--- src/rtl/chi2kv_pkg.sv ---
// ----------------------------------------------------------------------------
// chi2kv_pkg
// Shared types and constants for the chi-squared kernel value unit.
// ----------------------------------------------------------------------------
package chi2kv_pkg;

    localparam int ELEM_WIDTH_DEF = 16;
    localparam int ACC_WIDTH_DEF  = 48;
    localparam int LAMBDA_W       = 24;
    localparam int KV_W           = 17;
    localparam int FRAC_W         = 16;

    localparam logic [LAMBDA_W-1:0] LAMBDA_RESET = 24'd65536;
    localparam logic [30:0]         LOG2E_Q30    = 31'd1549082005;

    // 2^(-2^-i) in Q0.24, i = 1..16
    function automatic logic [23:0] pow2_neg(input logic [3:0] idx);
        logic [23:0] v;
        case (idx)
            4'd0:    v = 24'd11863283;
            4'd1:    v = 24'd14107901;
            4'd2:    v = 24'd15384775;
            4'd3:    v = 24'd16065917;
            4'd4:    v = 24'd16417715;
            4'd5:    v = 24'd16596492;
            4'd6:    v = 24'd16686609;
            4'd7:    v = 24'd16731851;
            4'd8:    v = 24'd16754518;
            4'd9:    v = 24'd16765863;
            4'd10:   v = 24'd16771539;
            4'd11:   v = 24'd16774377;
            4'd12:   v = 24'd16775796;
            4'd13:   v = 24'd16776506;
            4'd14:   v = 24'd16776861;
            default: v = 24'd16777039;
        endcase
        return v;
    endfunction

    typedef struct packed {
        logic       load;
        logic       sqr;
        logic       dinit;
        logic       dstep;
        logic       acc;
        logic       mlo;
        logic       mhi;
        logic       arg;
        logic       logm;
        logic       einit;
        logic       estep;
        logic [3:0] eidx;
        logic       out_load;
    } t_cmd;

    typedef struct packed {
        logic last;
    } t_status;

endpackage

--- src/rtl/chi2kv_ctrl.sv ---
// ----------------------------------------------------------------------------
// chi2kv_ctrl
// Sequencer for one dimension and the final kernel evaluation.
// ----------------------------------------------------------------------------
module chi2kv_ctrl import chi2kv_pkg::*; #(
    parameter int ELEM_WIDTH = ELEM_WIDTH_DEF
) (
    input  logic    i_clk,
    input  logic    i_rst_n,
    input  logic    i_in_valid,
    output logic    o_in_ready,
    output logic    o_out_valid,
    input  logic    i_out_ready,
    input  t_status i_status,
    output t_cmd    o_cmd
);

    localparam int QW        = ELEM_WIDTH + FRAC_W + ((ELEM_WIDTH + FRAC_W) % 2);
    localparam int DIV_STEPS = QW / 2;
    localparam int CW        = $clog2(DIV_STEPS);

    typedef enum logic [3:0] {
        S_IDLE, S_SQR, S_DINIT, S_DIV, S_ACC, S_MLO, S_MHI,
        S_ARG, S_LOG, S_EINIT, S_EXP, S_OUT
    } t_state;

    t_state        r_state;
    logic [CW-1:0] r_cnt;
    logic [3:0]    r_eidx;
    logic          r_out_valid;
    logic          w_slot_free;

    assign w_slot_free = !r_out_valid || i_out_ready;
    assign o_in_ready  = (r_state == S_IDLE);
    assign o_out_valid = r_out_valid;

    always_comb begin
        o_cmd          = '0;
        o_cmd.load     = (r_state == S_IDLE) && i_in_valid;
        o_cmd.sqr      = (r_state == S_SQR);
        o_cmd.dinit    = (r_state == S_DINIT);
        o_cmd.dstep    = (r_state == S_DIV);
        o_cmd.acc      = (r_state == S_ACC);
        o_cmd.mlo      = (r_state == S_MLO);
        o_cmd.mhi      = (r_state == S_MHI);
        o_cmd.arg      = (r_state == S_ARG);
        o_cmd.logm     = (r_state == S_LOG);
        o_cmd.einit    = (r_state == S_EINIT);
        o_cmd.estep    = (r_state == S_EXP);
        o_cmd.eidx     = r_eidx;
        o_cmd.out_load = (r_state == S_OUT) && w_slot_free;
    end

    always_ff @(posedge i_clk) begin
        if (!i_rst_n) begin
            r_state     <= S_IDLE;
            r_cnt       <= '0;
            r_eidx      <= '0;
            r_out_valid <= 1'b0;
        end else begin
            if (r_out_valid && i_out_ready) begin
                r_out_valid <= 1'b0;
            end
            case (r_state)
                S_IDLE: begin
                    if (i_in_valid) begin
                        r_state <= S_SQR;
                    end
                end
                S_SQR:   r_state <= S_DINIT;
                S_DINIT: begin
                    r_cnt   <= '0;
                    r_state <= S_DIV;
                end
                S_DIV: begin
                    r_cnt <= r_cnt + 1'b1;
                    if (r_cnt == CW'(DIV_STEPS - 1)) begin
                        r_state <= S_ACC;
                    end
                end
                S_ACC:   r_state <= i_status.last ? S_MLO : S_IDLE;
                S_MLO:   r_state <= S_MHI;
                S_MHI:   r_state <= S_ARG;
                S_ARG:   r_state <= S_LOG;
                S_LOG:   r_state <= S_EINIT;
                S_EINIT: begin
                    r_eidx  <= '0;
                    r_state <= S_EXP;
                end
                S_EXP: begin
                    r_eidx <= r_eidx + 1'b1;
                    if (r_eidx == 4'd15) begin
                        r_state <= S_OUT;
                    end
                end
                S_OUT: begin
                    if (w_slot_free) begin
                        r_out_valid <= 1'b1;
                        r_state     <= S_IDLE;
                    end
                end
                default: r_state <= S_IDLE;
            endcase
        end
    end

    a_load_free: assert property (@(posedge i_clk) disable iff (!i_rst_n)
        o_cmd.out_load |-> (!r_out_valid || i_out_ready))
        else $error("result loaded over an untaken word");

    a_accept_go: assert property (@(posedge i_clk) disable iff (!i_rst_n)
        (i_in_valid && o_in_ready) |=> (r_state == S_SQR))
        else $error("accepted word not started");

    a_div_count: assert property (@(posedge i_clk) disable iff (!i_rst_n)
        (r_state == S_DIV) |-> (r_cnt <= CW'(DIV_STEPS - 1)))
        else $error("divider count overrun");

    a_out_hold: assert property (@(posedge i_clk) disable iff (!i_rst_n)
        (r_state == S_OUT && !w_slot_free) |=> (r_state == S_OUT && r_out_valid))
        else $error("stalled result lost");

endmodule

--- config.mk ---
export PLATFORM = sky130hd
export DESIGN_NAME = chi2kv_ctrl
export DESIGN_NICKNAME = d
export VERILOG_FILES = /design/src/rtl/chi2kv_pkg.sv /design/src/rtl/chi2kv_ctrl.sv
export SDC_FILE = /design/constraint.sdc
export NUM_CORES = 1
export LEC_CHECK = 0
export BUFFER_PORTS_ARGS = -buffer_cell sky130_fd_sc_hd__buf_4
export CAP_MARGIN = 25
export CORE_AREA = 4 4 42 81
export CTS_CLUSTER_DIAMETER = 80
export DETAILED_ROUTE_END_ITERATION = 16
export DIE_AREA = 0 0 46 85
export PLACE_DENSITY = 0.57
export SYNTH_ARGS = -nofsm -noshare
export SYNTH_HDL_FRONTEND = slang
export SYNTH_SLANG_ARGS = --single-unit
--- constraint.sdc ---
create_clock -name i_clk -period 1.6 [get_ports i_clk]
set_clock_uncertainty 0.1 [all_clocks]
set_input_delay 0.16 -clock i_clk [delete_from_list [all_inputs] [get_ports i_clk]]
set_output_delay 0.16 -clock i_clk [all_outputs]
set_load 0.01 [all_outputs]
# [Yosys cells after proc, flatten, opt, wreduce, memory -nomap -nowiden]
# Cells that the tools add are included.
[totals] inputBits=5 out_inout_bits=18 ff_bits=13
[op_classes] mux=11 n_reduce_logical=9 eq_ne=17 n_addsub=2
[ops] operator="$pmux W4 S12" count=1
[ops] operator="$eq A4 B4 Y1 const B" count=6
[ops] operator="$eq A4 B3 Y1 const B" count=4
[ops] operator="$mux W4" count=4
[ops] operator="$pmux W4 S2" count=2
[ops] operator="$add A4 B1 Y4 const B" count=2
[ops] operator="$eq A4 B2 Y1 const B" count=2
[ops] operator="$eq A4 B1 Y1 const B" count=1
[ops] operator="$logic_not A4 Y1" count=1
[ops] operator="$ne A2 B1 Y1 const B" count=2
[ops] operator="$ne A2 B2 Y1 const B" count=2
[ops] operator="$reduce_and A4 Y1" count=1
[ops] operator="$reduce_bool A2 Y1" count=2
[ops] operator="$logic_and A1 B1 Y1" count=3
[ops] operator="$mux W1" count=3
[ops] operator="$mux W3" count=1
[ops] operator="$logic_not A1 Y1" count=1
[ops] operator="$logic_or A1 B1 Y1" count=1

# [Logic depth before layout (Yosys ltp)]
[depth] ltp_word=4 ltp_mapped=5 mapped_depth_nobuf=5

# [Least setup slack after synthesis]
# Ideal clock, no wire load.
[synth_path] path_type="reg-to-reg" start="register r_state[3]" end="register r_eidx[1]" required_ps=1382 arrival_ps=1392 path_stages_with_launch=6 setup_slack_ps=-10 path_buffers=1 path_cell_list="dfxtp_1 buf_2 nor4bb_1 nor2_1 a22oi_1 nor2b_1"
[synth_rtl] element="start, declared" line="chi2kv_ctrl.sv:27" source="t_state r_state;"
[synth_rtl] element="start signal, assigned" line="chi2kv_ctrl.sv:81" source="S_ACC: r_state <= i_status.last ? S_MLO : S_IDLE;"
[synth_rtl] element="end signal, assigned" line="chi2kv_ctrl.sv:91" source="r_eidx <= r_eidx + 1'b1;"
[synth_rtl] element="end, declared" line="chi2kv_ctrl.sv:29" source="logic [3:0] r_eidx;"

# [Worst setup path after layout]
[layout_path] start="register r_state[3]" end="register r_state[0]"
[layout_between] elab_chain_cells=3 word_cells_on_any_way=18 cone_classes="eq/ne (15); mux (1); reduce/logical (2)"
[layout_lines] element="$eq A4 B4 Y1 (tied with other cells)" line="chi2kv_ctrl.sv:64" source="case (r_state)"
[layout_lines] element="$ne A2 B2 Y1 (no line) / $ne A2 B1 Y1 (equally long branches)"
[layout_lines] element="$reduce_and A4 Y1 (no line)"
# Parallel ways exist; a longest one is shown, timed or not.
# A chain may end at the register's enable or synchronous reset.

==> results.py <==
metrics = {
    "outcome": {
        "status": "complete, but fails checks",
        "violations": "negative setup slack",
    },
    "sta": {
        "worst_slew_pin_slew_ns": 0.388,
        "setup_violations": 3,
        "slew_viol_final": 0,
        "fmax_ghz": 0.595,
        "fin_crit_ns": 1.68,
        "holdWs_ns": 0.142,
        "rsz0062_at_grt": "yes",
        "finalWorstSetupSlack_ns": -0.0811,
        "finalHoldViolCount": 0,
        "fin_crit_sh": 1.05,
        "tns_ns": -0.206,
        "max_slew_margin": 0.735,
    },
    "floorplanning": {
        "die_y_um": 85,
        "pin_count": 23,
        "die_w_um": 46,
        "fp-row-count": 27,
        "fp.coreArea_um2": 2770,
        "start_util": 0.306,
        "dieArea_um2": 3910,
    },
    "drt": {
        "vias": 893,
        "wl_mm": 2.37,
        "drtIter0Drc": 15,
        "wl_per_cell_um": 13.7,
        "drt_first_pass_iters": 2,
        "drc": 0,
        "drt.antenna.violating_nets": 0,
        "via_per_inst": 5.16,
    },
    "logic_synthesis": {
        "syn_inst": 102,
        "synth_seq_cells": 13,
        "synthMuxAreaShare": 0.0118,
        "synth_top_family_by_area": "simple AND/OR/NAND/NOR gates",
        "yosysWarnings": 0,
        "synth_xor_area_frac": 0,
        "yosysSeqAreaShare": 0.307,
        "synth_compound_area_frac": 0.267,
        "synth_nets": 109,
        "netlist_area_um2": 848,
        "synth_cell_types": 37,
        "synthSimpleGateAreaFrac": 0.314,
        "synth_edf_count": 0,
        "synthArstFlopShare": 0,
        "syn_avg_cell_area_um2": 8.32,
        "synth_adder_area_share": 0.0295,
        "ys.flop_type": "dfxtp_1",
    },
    "worst_setup_path": {
        "critPathArrivalTime_ns": 1.70,
        "crit_required_ns": 1.62,
        "critPathLaunchType": "register",
        "crit_type": "reg -> reg",
        "cp-end-kind": "register",
        "cp_max_fo": 5,
        "worstRegToRegCells": 5,
        "regToRegSetupSlack_ns": -0.08,
    },
    "flow_run": {
        "max_cap_viol_count": 0,
    },
    "hold_path": {
        "min_path_type": "in -> reg",
        "hold_depth": 2,
    },
    "clock_tree": {
        "cts_tree": "built",
        "cts_hold_buffers": 0,
        "root_buffer": "clkbuf_8",
        "clk_latency_ns": 0.23,
        "numClockSinks": 13,
        "clock_tree.buffer_depth": 2,
        "cts_buffers": 3,
        "htreeDepth": 1,
        "clkTransAtPathRegs_ns": 0.05,
    },
    "global_route": {
        "grt_use_total": 0.128,
        "antenna_found_initial": 0,
        "grt_pass1_vias": 945,
        "grt_overflow": 0,
        "grt_first_pass_wirelength_mm": 3.88,
        "grt_max_degree": 13,
    },
    "place": {
        "dp_hpwl_mm": 1.84,
        "port-buffer-count": 22,
        "dp.cells": 164,
        "routabilityCongestion": 0.837,
    },
    "power_and_ir_drop": {
        "p_leak_uw": 0.000550,
        "power_density_nw_per_um2": 1470,
        "max-vdd-ir-drop_v": 0.000789,
    },
    "cells_and_area": {
        "drive_gt1_frac": 0.451,
        "diodes": 0,
        "layout.nets": 152,
        "layout_commonest_cell": "buf_4",
        "fill_cells": 275,
        "final_util": 0.469,
        "area.growth.synth_to_final_pct": 53.2,
        "final_cell_count_no_fill": 173,
        "layout_common_cells": "42 x buf_4, 9 x dfxtp_1, 7 x o21ai_0, 7 x nand3_1, 6 x nand2_1",
    },
}
-- cell families after synthesis --
family	after synthesis
mux	1
flops	13
buf+inv	12
simple gates	44
compound gates	30
fa+ha+maj	2
-- power by group --
part           internal, uW  switching [uW]
clock network           175             105
logic                   639             533
registers               396            65.3
total                  1210             704
-- synth_stat cells, types with 2 or more instances --
| master | number | share of area |
|---|---|---|
| ha_1 | 2 | 0.029 |
| nand3_1 | 7 | 0.041 |
| a21oi_1 | 5 | 0.029 |
| nand2b_1 | 4 | 0.029 |
| inv_1 | 4 | 0.018 |
| nor2b_1 | 4 | 0.029 |
| dfxtp_1 | 13 | 0.31 |
| a2111oi_0 | 2 | 0.021 |
| a21boi_0 | 3 | 0.027 |
| nand2_1 | 6 | 0.027 |
| a21boi_1 | 2 | 0.018 |
| nor2_1 | 4 | 0.018 |
| o21ai_0 | 8 | 0.047 |
| nor4bb_1 | 2 | 0.024 |
| nor3_1 | 6 | 0.035 |
| nor3b_1 | 2 | 0.018 |
| and2_1 | 3 | 0.022 |
| buf_2 | 6 | 0.035 |
-- final timing paths --
path,from,endpoint
worst max-delay path,r_state[3]$_SDFFE_PN0P_,r_state[0]$_SDFFE_PN0P_
worst min-delay path,i_rst_n,r_state[0]$_SDFFE_PN0P_
worst max register to register,r_state[3]$_SDFFE_PN0P_,r_state[0]$_SDFFE_PN0P_
worst min register to register,r_cnt[1]$_SDFFE_PN0P_,r_cnt[1]$_SDFFE_PN0P_
-- worst max-delay path: stages, from the launching register on --
cell       delay (ns)
dfxtp_4          0.35
or4_4            0.54
buf_4            0.16
o2bb2ai_4        0.17
a2111oi_1        0.07
o21a_1           0.18
-- flip-flops by register name, indices dropped and copies added, names as in the netlist --
signal,cells
o_out_valid,1
r_cnt,4
r_eidx,4
r_state,4
-- stage by stage --
step / setup slack (ns) / total power [uW] / area (um2)
6_report: -0.0811 / 1910 / 1300
5_1_grt: -0.115 / 2040 / 1300
4_1_cts: -0.0796 / 1860 / 1270
3_5_place_dp: -0.0611 / 1410 / 1150
3_3_place_gp: -0.0218 / 1380 / 1150
2_1_floorplan: 0.0524 / 998 / 855
-- per-layer routing --
layer  global-route usage  vias up  wire, um
met5                    0        -         0
met4               0.0518        0        46
met3               0.0191        4        49
met2                0.237       11      1360
met1                0.131      424       921
li1                     -      454         -
-- repair_timing --
item | in CTS | in global routing
gates cloned | 0 | 0
endpoints found under the setup margin | 15 | 14
endpoints found under the hold margin | 0 | 0
gates resized for setup | 12 | 11
pin swaps | 2 | 1
setup buffers | 6 | 0
-- layout make-up --
type	count	area, um2	area share
sequential	13	275	0.212
inverter	4	15.0	0.0115
clock buffer	4	45.0	0.0346
tap	29	36.3	0.0279
multi-input combinational	77	568	0.437
timing repair buffer	46	360	0.277
Power figures use the tool's default switching activity.
